===== config.mk =====
export PLATFORM = sky130hd
export DESIGN_NAME = diverter_actuation_scheduler
export DESIGN_NICKNAME = d
export VERILOG_FILES = /design/src/rtl/core/dasch_pkg.sv /design/src/rtl/core/dasch_divider.sv /design/src/rtl/core/dasch_datapath.sv /design/src/rtl/core/dasch_ctrl.sv /design/src/rtl/core/diverter_actuation_scheduler.sv
export SDC_FILE = /design/constraint.sdc
export NUM_CORES = 2
export LEC_CHECK = 0
export ABC_AREA = 1
export BUFFER_PORTS_ARGS = -buffer_cell sky130_fd_sc_hd__buf_2
export CAP_MARGIN = 10
export CORE_MARGIN = 3
export CORE_UTILIZATION = 55
export CTS_BUF_LIST = sky130_fd_sc_hd__clkbuf_4
export DETAILED_ROUTE_END_ITERATION = 7
export PLACE_DENSITY = 0.69
export SETUP_SLACK_MARGIN = 0.5
export SLEW_MARGIN = 20
export SYNTH_ARGS = -nofsm -noshare
export SYNTH_HDL_FRONTEND = slang
export SYNTH_SLANG_ARGS = --single-unit

===== constraint.sdc =====
create_clock -name clk_i -period 7.6 [get_ports clk_i]
set_input_delay 1.9 -clock clk_i [delete_from_list [all_inputs] [get_ports clk_i]]
set_output_delay 1.9 -clock clk_i [all_outputs]
set_load 0.005 [all_outputs]

===== src/rtl/core/dasch_pkg.sv =====
package dasch_pkg;

  localparam int unsigned SLOTS     = 8;
  localparam int unsigned SLOT_W    = (SLOTS > 1) ? $clog2(SLOTS) : 1;
  localparam int unsigned DIV_W     = 26;
  localparam int unsigned DIV_CNT_W = $clog2(DIV_W + 1);
  localparam int unsigned CFG_W     = 16;
  localparam int unsigned CFG_IDX_W = 3;

  localparam logic [31:0]      WINDOW_MS = 32'd60000;
  localparam logic [DIV_W-1:0] MS_PER_S  = DIV_W'(1000);

  typedef enum logic [CFG_IDX_W-1:0] {
    CFG_MIN_SPACING    = 3'd0,
    CFG_MAX_PER_MINUTE = 3'd1,
    CFG_BELT_SPEED     = 3'd2,
    CFG_DIST_ONE       = 3'd3,
    CFG_DIST_TWO       = 3'd4,
    CFG_DIST_THREE     = 3'd5,
    CFG_ADVANCE        = 3'd6
  } cfg_idx_e;

  typedef enum logic [2:0] {
    ST_ACCEPTED   = 3'd0,
    ST_PASS       = 3'd1,
    ST_INVALID    = 3'd2,
    ST_THROUGHPUT = 3'd3,
    ST_FULL       = 3'd4
  } sched_status_e;

  typedef enum logic {
    OP_SCHEDULE = 1'b0,
    OP_TICK     = 1'b1
  } op_e;

  typedef struct packed {
    logic capture;
    logic div_start;
    logic scan_step;
    logic sched_commit;
    logic tick_commit;
    logic load_out;
  } ctrl_cmd_t;

  typedef struct packed {
    logic in_op;
    logic div_busy;
    logic scan_last;
    logic out_free;
  } dp_status_t;

endpackage


===== src/rtl/core/dasch_divider.sv =====
module dasch_divider (
  input  logic                        clk_i,
  input  logic                        rst_ni,
  input  logic                        start_i,
  input  logic [dasch_pkg::DIV_W-1:0] dividend_i,
  input  logic [dasch_pkg::CFG_W-1:0] divisor_i,
  output logic                        busy_o,
  output logic [dasch_pkg::DIV_W-1:0] quotient_o
);
  import dasch_pkg::*;

  logic                 busy_q, busy_d;
  logic [DIV_CNT_W-1:0] cnt_q, cnt_d;
  logic [CFG_W-1:0]     rem_q, rem_d;
  logic [CFG_W-1:0]     dsr_q, dsr_d;
  logic [DIV_W-1:0]     quo_q, quo_d;
  logic [CFG_W:0]       trial;
  logic                 ge;

  always_comb begin
    trial  = {rem_q, quo_q[DIV_W-1]};
    ge     = trial >= {1'b0, dsr_q};
    busy_d = busy_q;
    cnt_d  = cnt_q;
    rem_d  = rem_q;
    dsr_d  = dsr_q;
    quo_d  = quo_q;
    if (start_i) begin
      busy_d = 1'b1;
      cnt_d  = DIV_CNT_W'(DIV_W);
      rem_d  = '0;
      dsr_d  = divisor_i;
      quo_d  = dividend_i;
    end else if (busy_q) begin
      rem_d = ge ? CFG_W'(trial - {1'b0, dsr_q}) : trial[CFG_W-1:0];
      quo_d = {quo_q[DIV_W-2:0], ge};
      cnt_d = cnt_q - 1'b1;
      if (cnt_q == DIV_CNT_W'(1)) begin
        busy_d = 1'b0;
      end
    end
  end

  always_ff @(posedge clk_i or negedge rst_ni) begin
    if (!rst_ni) begin
      busy_q <= 1'b0;
      cnt_q  <= '0;
    end else begin
      busy_q <= busy_d;
      cnt_q  <= cnt_d;
    end
  end

  always_ff @(posedge clk_i) begin
    rem_q <= rem_d;
    dsr_q <= dsr_d;
    quo_q <= quo_d;
  end

  assign busy_o     = busy_q;
  assign quotient_o = quo_q;

endmodule


===== src/rtl/core/dasch_datapath.sv =====
module dasch_datapath (
  input  logic                            clk_i,
  input  logic                            rst_ni,
  input  dasch_pkg::ctrl_cmd_t            cmd_i,
  output dasch_pkg::dp_status_t           status_o,
  input  logic                            cfg_we_i,
  input  logic [dasch_pkg::CFG_IDX_W-1:0] cfg_index_i,
  input  logic [dasch_pkg::CFG_W-1:0]     cfg_data_i,
  input  logic                            operation_i,
  input  logic [31:0]                     time_ms_i,
  input  logic [1:0]                      target_pos_i,
  input  logic [15:0]                     event_id_i,
  output logic                            out_valid_o,
  input  logic                            out_stall_i,
  output logic [2:0]                      sched_status_o,
  output logic [31:0]                     due_ms_o,
  output logic                            fired_o,
  output logic [1:0]                      fired_pos_o,
  output logic [15:0]                     fired_event_id_o,
  output logic [31:0]                     last_due_out_o
);
  import dasch_pkg::*;

  logic [15:0] min_sp_q, speed_q, dist1_q, dist2_q, dist3_q, adv_q;
  logic [7:0]  max_q;

  logic [31:0] time_q;
  logic [1:0]  pos_q;
  logic [15:0] evt_q;

  logic [31:0] slot_due_q [SLOTS];
  logic [1:0]  slot_tgt_q [SLOTS];
  logic [15:0] slot_evt_q [SLOTS];
  logic [SLOTS-1:0] slot_valid_q;

  logic [31:0] last_fire_q, last_due_q, win_start_q;
  logic [7:0]  win_cnt_q;

  logic [SLOT_W-1:0] scan_idx_q, best_idx_q;
  logic              best_found_q;
  logic [31:0]       best_due_q;
  logic [1:0]        best_tgt_q;
  logic [15:0]       best_evt_q;

  logic [2:0]  res_status_q;
  logic [31:0] res_due_q, res_last_q;
  logic        res_fired_q;
  logic [1:0]  res_pos_q;
  logic [15:0] res_evt_q;

  logic        out_valid_q;
  logic [2:0]  out_status_q;
  logic [31:0] out_due_q, out_last_q;
  logic        out_fired_q;
  logic [1:0]  out_pos_q;
  logic [15:0] out_evt_q;

  logic [15:0]       dist_sel;
  logic [DIV_W-1:0]  dividend;
  logic [DIV_W-1:0]  quotient;
  logic              div_busy;
  logic [31:0]       delay32, adv32, delay_adj, due;
  logic [31:0]       win_elapsed;
  logic              limit_en, restart, over;
  logic [7:0]        cnt_eff;
  logic              any_free;
  logic [SLOT_W-1:0] free_idx;
  sched_status_e     sched_st;
  logic [31:0]       fire_limit;
  logic              spacing_block, do_fire;
  logic              scan_hit;

  always_comb begin
    case (pos_q)
      2'd1:    dist_sel = dist1_q;
      2'd2:    dist_sel = dist2_q;
      2'd3:    dist_sel = dist3_q;
      default: dist_sel = '0;
    endcase
  end

  assign dividend = DIV_W'(DIV_W'(dist_sel) * MS_PER_S);

  dasch_divider u_div (
    .clk_i      (clk_i),
    .rst_ni     (rst_ni),
    .start_i    (cmd_i.div_start),
    .dividend_i (dividend),
    .divisor_i  (speed_q),
    .busy_o     (div_busy),
    .quotient_o (quotient)
  );

  always_comb begin
    delay32     = 32'(quotient);
    adv32       = 32'(adv_q);
    delay_adj   = (delay32 > adv32) ? (delay32 - adv32) : '0;
    due         = time_q + delay_adj;
    win_elapsed = time_q - win_start_q;
    limit_en    = max_q != '0;
    restart     = (win_start_q == '0) || (win_elapsed >= WINDOW_MS);
    cnt_eff     = restart ? '0 : win_cnt_q;
    over        = cnt_eff >= max_q;
    any_free    = 1'b0;
    free_idx    = '0;
    for (int k = SLOTS - 1; k >= 0; k--) begin
      if (!slot_valid_q[k]) begin
        any_free = 1'b1;
        free_idx = SLOT_W'(k);
      end
    end
    if (pos_q == 2'd0) begin
      sched_st = ST_PASS;
    end else if (dist_sel == '0) begin
      sched_st = ST_INVALID;
    end else if (limit_en && over) begin
      sched_st = ST_THROUGHPUT;
    end else if (!any_free) begin
      sched_st = ST_FULL;
    end else begin
      sched_st = ST_ACCEPTED;
    end
  end

  always_comb begin
    fire_limit    = last_fire_q + 32'(min_sp_q);
    spacing_block = (min_sp_q != '0) && (last_fire_q != '0) && (time_q < fire_limit);
    do_fire       = best_found_q && !spacing_block;
    scan_hit      = slot_valid_q[scan_idx_q] && (slot_due_q[scan_idx_q] <= time_q) &&
                    (!best_found_q || (slot_due_q[scan_idx_q] < best_due_q));
  end

  always_ff @(posedge clk_i or negedge rst_ni) begin
    if (!rst_ni) begin
      min_sp_q     <= '0;
      max_q        <= '0;
      speed_q      <= 16'd100;
      dist1_q      <= 16'd100;
      dist2_q      <= 16'd200;
      dist3_q      <= 16'd300;
      adv_q        <= '0;
      slot_valid_q <= '0;
      last_fire_q  <= '0;
      last_due_q   <= '0;
      win_start_q  <= '0;
      win_cnt_q    <= '0;
      out_valid_q  <= 1'b0;
    end else begin
      if (cfg_we_i) begin
        unique case (cfg_index_i)
          CFG_MIN_SPACING:    min_sp_q <= cfg_data_i;
          CFG_MAX_PER_MINUTE: max_q    <= cfg_data_i[7:0];
          CFG_BELT_SPEED: begin
            if (cfg_data_i != '0) begin
              speed_q <= cfg_data_i;
            end
          end
          CFG_DIST_ONE:       dist1_q  <= cfg_data_i;
          CFG_DIST_TWO:       dist2_q  <= cfg_data_i;
          CFG_DIST_THREE:     dist3_q  <= cfg_data_i;
          CFG_ADVANCE:        adv_q    <= cfg_data_i;
          default: ;
        endcase
      end
      if (cmd_i.sched_commit) begin
        if ((pos_q != 2'd0) && (dist_sel != '0) && limit_en) begin
          if (restart) begin
            win_start_q <= time_q;
          end
          win_cnt_q <= over ? cnt_eff : cnt_eff + 8'd1;
        end
        if (sched_st == ST_ACCEPTED) begin
          slot_valid_q[free_idx] <= 1'b1;
          last_due_q             <= due;
        end
      end
      if (cmd_i.tick_commit && do_fire) begin
        slot_valid_q[best_idx_q] <= 1'b0;
        last_fire_q              <= time_q;
      end
      if (cmd_i.load_out) begin
        out_valid_q <= 1'b1;
      end else if (!out_stall_i) begin
        out_valid_q <= 1'b0;
      end
    end
  end

  always_ff @(posedge clk_i) begin
    if (cmd_i.capture) begin
      time_q       <= time_ms_i;
      pos_q        <= target_pos_i;
      evt_q        <= event_id_i;
      scan_idx_q   <= '0;
      best_found_q <= 1'b0;
    end
    if (cmd_i.scan_step) begin
      scan_idx_q <= scan_idx_q + 1'b1;
      if (scan_hit) begin
        best_found_q <= 1'b1;
        best_idx_q   <= scan_idx_q;
        best_due_q   <= slot_due_q[scan_idx_q];
        best_tgt_q   <= slot_tgt_q[scan_idx_q];
        best_evt_q   <= slot_evt_q[scan_idx_q];
      end
    end
    if (cmd_i.sched_commit) begin
      if (sched_st == ST_ACCEPTED) begin
        slot_due_q[free_idx] <= due;
        slot_tgt_q[free_idx] <= pos_q;
        slot_evt_q[free_idx] <= evt_q;
      end
      res_status_q <= sched_st;
      res_due_q    <= (sched_st == ST_ACCEPTED) ? due : '0;
      res_last_q   <= (sched_st == ST_ACCEPTED) ? due : last_due_q;
      res_fired_q  <= 1'b0;
      res_pos_q    <= '0;
      res_evt_q    <= '0;
    end
    if (cmd_i.tick_commit) begin
      res_status_q <= ST_ACCEPTED;
      res_due_q    <= '0;
      res_last_q   <= last_due_q;
      res_fired_q  <= do_fire;
      res_pos_q    <= do_fire ? best_tgt_q : '0;
      res_evt_q    <= do_fire ? best_evt_q : '0;
    end
    if (cmd_i.load_out) begin
      out_status_q <= res_status_q;
      out_due_q    <= res_due_q;
      out_last_q   <= res_last_q;
      out_fired_q  <= res_fired_q;
      out_pos_q    <= res_pos_q;
      out_evt_q    <= res_evt_q;
    end
  end

  assign status_o.in_op     = operation_i;
  assign status_o.div_busy  = div_busy;
  assign status_o.scan_last = scan_idx_q == SLOT_W'(SLOTS - 1);
  assign status_o.out_free  = !out_valid_q || !out_stall_i;

  assign out_valid_o      = out_valid_q;
  assign sched_status_o   = out_status_q;
  assign due_ms_o         = out_due_q;
  assign fired_o          = out_fired_q;
  assign fired_pos_o      = out_pos_q;
  assign fired_event_id_o = out_evt_q;
  assign last_due_out_o   = out_last_q;

endmodule


===== src/rtl/core/dasch_ctrl.sv =====
module dasch_ctrl (
  input  logic                  clk_i,
  input  logic                  rst_ni,
  input  logic                  in_valid_i,
  output logic                  in_stall_o,
  input  dasch_pkg::dp_status_t status_i,
  output dasch_pkg::ctrl_cmd_t  cmd_o
);
  import dasch_pkg::*;

  typedef enum logic [2:0] {
    S_IDLE,
    S_DIVST,
    S_DIV,
    S_SCHED,
    S_SCAN,
    S_TICK,
    S_OUT
  } state_e;

  state_e state_q, state_d;

  always_comb begin
    state_d = state_q;
    cmd_o   = '0;
    unique case (state_q)
      S_IDLE: begin
        if (in_valid_i) begin
          cmd_o.capture = 1'b1;
          state_d = (status_i.in_op == OP_TICK) ? S_SCAN : S_DIVST;
        end
      end
      S_DIVST: begin
        cmd_o.div_start = 1'b1;
        state_d = S_DIV;
      end
      S_DIV: begin
        if (!status_i.div_busy) begin
          state_d = S_SCHED;
        end
      end
      S_SCHED: begin
        cmd_o.sched_commit = 1'b1;
        state_d = S_OUT;
      end
      S_SCAN: begin
        cmd_o.scan_step = 1'b1;
        if (status_i.scan_last) begin
          state_d = S_TICK;
        end
      end
      S_TICK: begin
        cmd_o.tick_commit = 1'b1;
        state_d = S_OUT;
      end
      S_OUT: begin
        if (status_i.out_free) begin
          cmd_o.load_out = 1'b1;
          state_d = S_IDLE;
        end
      end
      default: state_d = S_IDLE;
    endcase
  end

  always_ff @(posedge clk_i or negedge rst_ni) begin
    if (!rst_ni) begin
      state_q <= S_IDLE;
    end else begin
      state_q <= state_d;
    end
  end

  assign in_stall_o = state_q != S_IDLE;

endmodule


===== src/rtl/core/diverter_actuation_scheduler.sv =====
// A schedule item runs through the restoring divider, one quotient bit per cycle over
// 26 bits, then its commit; a tick runs through the slot scan, one slot per cycle, then
// its commit. Both then wait in the output state until the output register is free; the
// next input transfer is taken in the cycle after the result is loaded.
// Reset (rst_ni low, asynchronous) clears all slots, timers, window count and output
// valid, and loads configuration defaults.
module diverter_actuation_scheduler (
  input  logic                            clk_i,
  input  logic                            rst_ni,
  input  logic                            cfg_we_i,
  input  logic [dasch_pkg::CFG_IDX_W-1:0] cfg_index_i,
  input  logic [dasch_pkg::CFG_W-1:0]     cfg_data_i,
  input  logic                            in_valid_i,
  output logic                            in_stall_o,
  input  logic                            operation_i,
  input  logic [31:0]                     time_ms_i,
  input  logic [1:0]                      target_pos_i,
  input  logic [15:0]                     event_id_i,
  output logic                            out_valid_o,
  input  logic                            out_stall_i,
  output logic [2:0]                      sched_status_o,
  output logic [31:0]                     due_ms_o,
  output logic                            fired_o,
  output logic [1:0]                      fired_pos_o,
  output logic [15:0]                     fired_event_id_o,
  output logic [31:0]                     last_due_out_o
);
  import dasch_pkg::*;

  ctrl_cmd_t  cmd;
  dp_status_t status;

  dasch_ctrl u_ctrl (
    .clk_i      (clk_i),
    .rst_ni     (rst_ni),
    .in_valid_i (in_valid_i),
    .in_stall_o (in_stall_o),
    .status_i   (status),
    .cmd_o      (cmd)
  );

  dasch_datapath u_dp (
    .clk_i            (clk_i),
    .rst_ni           (rst_ni),
    .cmd_i            (cmd),
    .status_o         (status),
    .cfg_we_i         (cfg_we_i),
    .cfg_index_i      (cfg_index_i),
    .cfg_data_i       (cfg_data_i),
    .operation_i      (operation_i),
    .time_ms_i        (time_ms_i),
    .target_pos_i     (target_pos_i),
    .event_id_i       (event_id_i),
    .out_valid_o      (out_valid_o),
    .out_stall_i      (out_stall_i),
    .sched_status_o   (sched_status_o),
    .due_ms_o         (due_ms_o),
    .fired_o          (fired_o),
    .fired_pos_o      (fired_pos_o),
    .fired_event_id_o (fired_event_id_o),
    .last_due_out_o   (last_due_out_o)
  );

endmodule

# Word level (Yosys, flattened, before mapping)
# Memory sizes are Yosys's and may differ from the RTL's. A register that Yosys moved wholly into a read port is not among the register bits.
# Index checks and enable logic that the tools add are counted.
[totals]
mem_bits_rw = 400
out_inout_bits = 88
inputBits = 75
memories = 3
register_bits = 545
word_cells = 212
[classes]
order_cmp = 12
add_sub_neg = 8
muxes = 78
n_mul = 1
eq_ne = 22
n_bitwise = 3
n_reduce_logical = 46
[mem_list]
columns = ["name", "depth", "word_bits", "read_ports", "rd_clocked_by_memory_dff", "wr", "line_no", "rtl"]
rows = [
  ["u_dp.slot_due_q", 8, 32, 1, 1, 1, "dasch_datapath.sv:31", "logic [31:0] slot_due_q [SLOTS];"],
  ["u_dp.slot_evt_q", 8, 16, 1, 1, 1, "dasch_datapath.sv:33", "logic [15:0] slot_evt_q [SLOTS];"],
  ["u_dp.slot_tgt_q", 8, 2, 1, 1, 1, "dasch_datapath.sv:32", "logic [1:0] slot_tgt_q [SLOTS];"],
]
[ops]
columns = ["cell", "count"]
rows = [
  ["2-to-1 mux 32 bit", 5],
  ["< comparator 32 bit", 2],
  ["2-to-1 mux 16 bit", 4],
  ["2-to-1 mux 3 bit", 20],
  ["2-to-1 mux 26 bit", 2],
  ["one-hot mux 16 bit (3 select lines)", 1],
  ["nonzero test 16 bit", 3],
  ["2-to-1 mux 8 bit", 5],
  ["adder 32 x 16 -> 32 bit", 1],
  ["adder 32 bit", 1],
  [">= comparator 32 x 16 -> 1 bit (second input constant)", 1],
  ["less-or-equal comparator 32 bit", 1],
  ["logical NOT 32 bit", 1],
  ["2-to-1 mux 1 bit", 32],
  ["nonzero test 32 bit", 1],
  ["subtractor 32 bit", 1],
  ["subtractor 26 x 16 -> 27 bit", 1],
  ["> comparator 26 x 16 -> 1 bit", 1],
  ["multiplier 16 x 7 -> 23 bit (second input constant)", 1],
  ["== test 3 bit (second input constant)", 7],
  ["one-hot mux 3 bit (6 select lines)", 1],
  [">= comparator 17 x 16 -> 1 bit", 1],
  ["logical NOT 16 bit", 1],
  ["AND reduction 2 bit", 8],
  ["other kinds (32)", 68],
]

# Logic depth before layout (Yosys ltp)
[logic_depth]
ltp_word = 17
depth_mapped = 37
depth_no_buf = 36

# Cells and area by module
# From an unflattened synthesis, not the netlist that was laid out.
[unflattened]
cells_unflattened = 5023
area_unflattened_um2 = 48944.4
[modules_own_cells]
columns = ["mod", "seq_area_each_um2", "area_per_inst_um2", "cells_each", "n_inst"]
rows = [
  ["dasch_datapath", 25535.7, 44828.0, 4492, 1],
  ["dasch_divider", 1731.7, 3823.7, 481, 1],
  ["dasch_ctrl", 75.1, 292.8, 50, 1],
]

# Worst setup path after synthesis
# No wires, ideal clock.
[synth_path]
path_type = "input -> register"
startpoint = "input port out_stall_i"
endpoint = "register u_dp.out_due_q[0], in the netlist u_dp.due_ms_o[0], enable pin"
t_required_ns = 7.041
setup_time_ns = 0.559
n_path_buf = 0
setup_slack_ns = 0.962
cell_stages = 1
arrival_ns = 6.080
cell_sequence = "a21oi_1"
[synth_between]
elab_chain_len = 4
[synth_lines]
columns = ["element", "line_no", "rtl"]
rows = [
  ["start, declared", "diverter_actuation_scheduler.sv:20", "input logic out_stall_i,"],
  ["logical NOT 1 bit", "n/a", ""],
  ["logical OR 1 bit", "dasch_datapath.sv:241", "assign status_o.out_free = !out_valid_q || !out_stall_i;"],
  ["2-to-1 mux 1 bit", "dasch_ctrl.sv:57", "if (status_i.out_free) begin"],
  ["2-to-1 mux 1 bit", "dasch_ctrl.sv:26", "unique case (state_q)"],
  ["end signal, assigned", "dasch_datapath.sv:230", "out_due_q <= res_due_q;"],
  ["end, declared", "dasch_datapath.sv:53", "logic [31:0] out_due_q, out_last_q;"],
]
# Every way passes these cells.
# A chain may end at the register's enable or synchronous reset.

# Worst setup path after layout
[layout_path]
startpoint = "register u_dp.pos_q[0]"
endpoint = "register u_dp.u_div.quo_q[22], in the netlist u_dp.u_div.quotient_o[22] (data pin)"
[layout_between]
elab_chain_len = 4
word_cells_on_any_way = 6
cone_classes = "1 x mul; 3 x eq/ne; 2 x mux"
[layout_lines]
columns = ["element", "line_no", "rtl"]
rows = [
  ["start, declared", "dasch_datapath.sv:28", "logic [1:0] pos_q;"],
  ["start signal, assigned", "dasch_datapath.sv:192", "pos_q <= target_pos_i;"],
  ["== test 2 bit or == test 2 x 1 -> 1 bit (tied branches)", "dasch_datapath.sv:74", "case (pos_q)"],
  ["one-hot mux 16 bit (3 select lines) *", "dasch_datapath.sv:74", ""],
  ["multiplier 16 x 7 -> 23 bit *", "dasch_datapath.sv:82", "assign dividend = DIV_W'(DIV_W'(dist_sel) * MS_PER_S);"],
  ["2-to-1 mux 26 bit *", "dasch_divider.sv:28", "if (start_i) begin"],
  ["net u_dp.u_div.quo_d[22]", "dasch_divider.sv:16", "logic [DIV_W-1:0] quo_q, quo_d;"],
  ["end signal, assigned", "dasch_divider.sv:57", "quo_q <= quo_d;"],
  ["end, declared", "dasch_divider.sv:16", ""],
]
# Mark *: on every way through the listed nets, which the timed path passes. The rest lies on a longest branch.

==> qor.yml <==
clock_network:
  numCtsBuffers: 239
  cts_resized: 0
  htree_levels: 4
  postCtsHoldBufs: 0
  tritoncts: "yes"
  clockBufferDepth: 3
  clock_latency_ns: 1.14
  root_buffer: "clkbuf_4"
  clk_pin_slew_ns: 0.07
  cts_sinks: 966
  post-cts-setup-buffer-count: 0
power_and_ir_drop:
  total_power_mw: 26.62
  ir_worst_vdd_v: 0.0004839
  p_leak_nw: 23.35
  powerDensity_nw_per_um2: 496.7
global_routing:
  grt_overflow: 0
  antenna_found_initial: 2
  grt_pass1_vias: 34550
  grt_pass1_wl_um: 191000
  grt_max_degree: 165
  grt_usage_pct: 27.06
final_layout:
  stdcell_count: 6521
  final_util_pct: 62.45
  final_net_count: 5570
  layout_commonest_cell: "nand2_1"
  synthToLayoutAreaGrowth_pct: 11.64
  layout_common_cells: "nand2_1 (900), edfxtp_1 (682), nor2_1 (610)"
  drive_gt1_share_pct: 12.73
synth:
  synth_ff_type: "edfxtp_1"
  synth_edf_count: 682
  synth.avg_cell_area_sq_um: 9.907
  yosys_register_bits: 966
  yosysUniqueCellTypes: 58
  synthCells: 4846
  ys_warn_count: 0
  ys_async_sr_fraction_pct: 23.40
  synthesis.nets: 5258
  syn_area_sq_um: 48010
  ys_seq_area_share_pct: 56.89
sta:
  drv_slew: 0
  timing.hold.ws_ns: 0.4107
  max_slew.worst_pin.slew_ns: 1.123
  rsz0062_at_grt: "no"
  fmax_mhz: 153.8
  relSlewSlack_pct: 24.89
  finalHoldViolCount: 0
  setup-tns-final_ns: 0
  setup-violations-final: 0
  period_share_pct: 85.58
  period_needed_ns: 6.504
  finClkSkew_ns: 0.07047
worst_setup_path:
  crit_path_max_fanout: 12
  critPathCaptureType: "register"
  worst-setup-path-type: "reg -> reg"
  critPathLaunchType: "register"
  critPathRequiredTime_ns: 8.45
  crit_arrival_ns: 7.35
floorplan:
  io_pins: 163
  die_w_um: 301.4
  die_h_um: 301.4
  initial_core_util_pct: 55.94
  die-area_sq_um: 90870
  core_area_sq_um: 85820
  num_rows: 107
route:
  dr.first_iter.drc_count: 2782
  drt_wl_total_um: 121700
  detail_route.first_pass.iterations: 5
  viasPerCell: 5.464
  drcViolationCount: 0
  wire_per_inst_um: 18.66
  antenna_left: 0
  via_count: 35630
placement:
  io_buffers: 162
  globalplace.congestion: 0.9998
  dpl.hpwl_um: 85500
  dp.cells: 6061
status:
  status: "finished, final reports clean"
hold_path:
  hold_path_class: "reg -> reg"
run:
  cap_violations: 0
[worst max-delay path: stages (launching register included)]
cell and delay [ns]:
edfxtp_1 0.57, inv_1 0.11, nor2_1 0.04, buf_4 0.20
clkinv_1 0.19, nor2_1 0.06, a221oi_1 0.59, inv_1 0.32
fa_1 0.57, fa_1 0.57, fa_1 0.44, fa_1 0.49
ha_1 0.37, nand2_1 0.09, nor2_1 0.20, o21ai_0 0.14
o211ai_1 0.15, a31oi_1 0.11, o21ai_0 0.29, a21boi_0 0.20
o21ai_0 0.32, nand2_1 0.10, nand2_1 0.08, o22ai_1 0.07
[cell usage after synthesis (8+ instances only)]
library cell,instances,area [sq um]
a211oi_1,9,67.56
a21oi_1,200,1001
a221oi_1,15,131.4
a22o_1,14,122.6
a31oi_1,61,381.6
buf_1,13,48.80
buf_2,11,55.05
clkbuf_1,114,427.9
dfrtp_1,213,5330
dfstp_2,13,341.6
dfxtp_1,58,1161
edfxtp_1,682,20480
fa_1,59,1181
ha_1,278,3478
inv_1,580,2177
nand2_1,902,3386
nand3_1,121,605.6
nand4_1,45,281.5
nor2_1,623,2338
nor3_1,32,160.2
nor4_1,30,187.7
o211ai_1,8,60.06
o21ai_0,489,2447
o21bai_1,10,75.07
o22ai_1,73,456.7
xnor2_1,46,402.9
xor2_1,70,613.1
[report_power, final]
part	leakage [nW]	internal, mW	switching [mW]
Sequential	9.57	8.14	0.658
Combinational	11.8	4.32	9.04
Clock	1.94	2.37	2.09
[final timing paths]
path / start / end / slack, ns / cells past startpoint
min in group asynchronous: rst_ni / u_dp.win_start_q[26] / 0.73 / 1
setup / recovery: u_dp.pos_q[0] / u_dp.u_div.quotient_o[22] / 1.10 / 23
setup reg to reg: u_dp.pos_q[0] / u_dp.u_div.quotient_o[22] / 1.10 / 23
max in group asynchronous: rst_ni / u_dp.dist1_q[9] / 5.44 / 2
hold / removal: u_dp.res_evt_q[5] / u_dp.fired_event_id_o[5] / 0.41 / 0
hold reg to reg: u_dp.res_evt_q[5] / u_dp.fired_event_id_o[5] / 0.41 / 0
[state kept, by name, summed over array words and instances (netlist names), 26 cells and up, named ones only]
register               cells
u_dp.last_due_q           32
u_dp.res_due_q            32
u_dp.time_q               32
u_dp.slot_due_q          256
u_dp.u_div.quotient_o     26
u_dp.best_due_q           32
u_dp.due_ms_o             32
u_dp.win_start_q          32
u_dp.last_fire_q          32
u_dp.last_due_out_o       32
u_dp.res_last_q           32
u_dp.slot_evt_q          128
[final cells by class]
type / instances / area, sq um
fillers: 7117 / 32220
clock buffers: 386 / 2898
clock inverters: 64 / 351.6
well taps: 1144 / 1431
repair buffers: 213 / 1308
multi-input cells: 3153 / 18070
inverters: 585 / 2197
flip-flops and latches: 966 / 27320
diodes: 10 / 25.02
[cell families after synthesis]
family	share of synthesized area [%]
simple gates	14.98
compound gates	10.57
flops	56.89
xor+xnor	2.116
buf+inv	5.747
fa+ha+maj	9.706
[layer usage]
layer	wire length [um]	track usage (%)
met1	52240	36.08
met2	58960	44.79
met3	6748	4.435
met4	3720	10.06
met5	0	0
[metrics by stage]
step	setup WS [ns]	cell area (sq um)
2_1_floorplan	0.9615	48010
3_3_place_gp	1.090	50290
3_5_place_dp	0.9741	50290
4_1_cts	0.9498	53540
5_1_grt	0.5352	53600
6_report	1.096	53600
No activity file was read; power rests on OpenSTA's default activity.
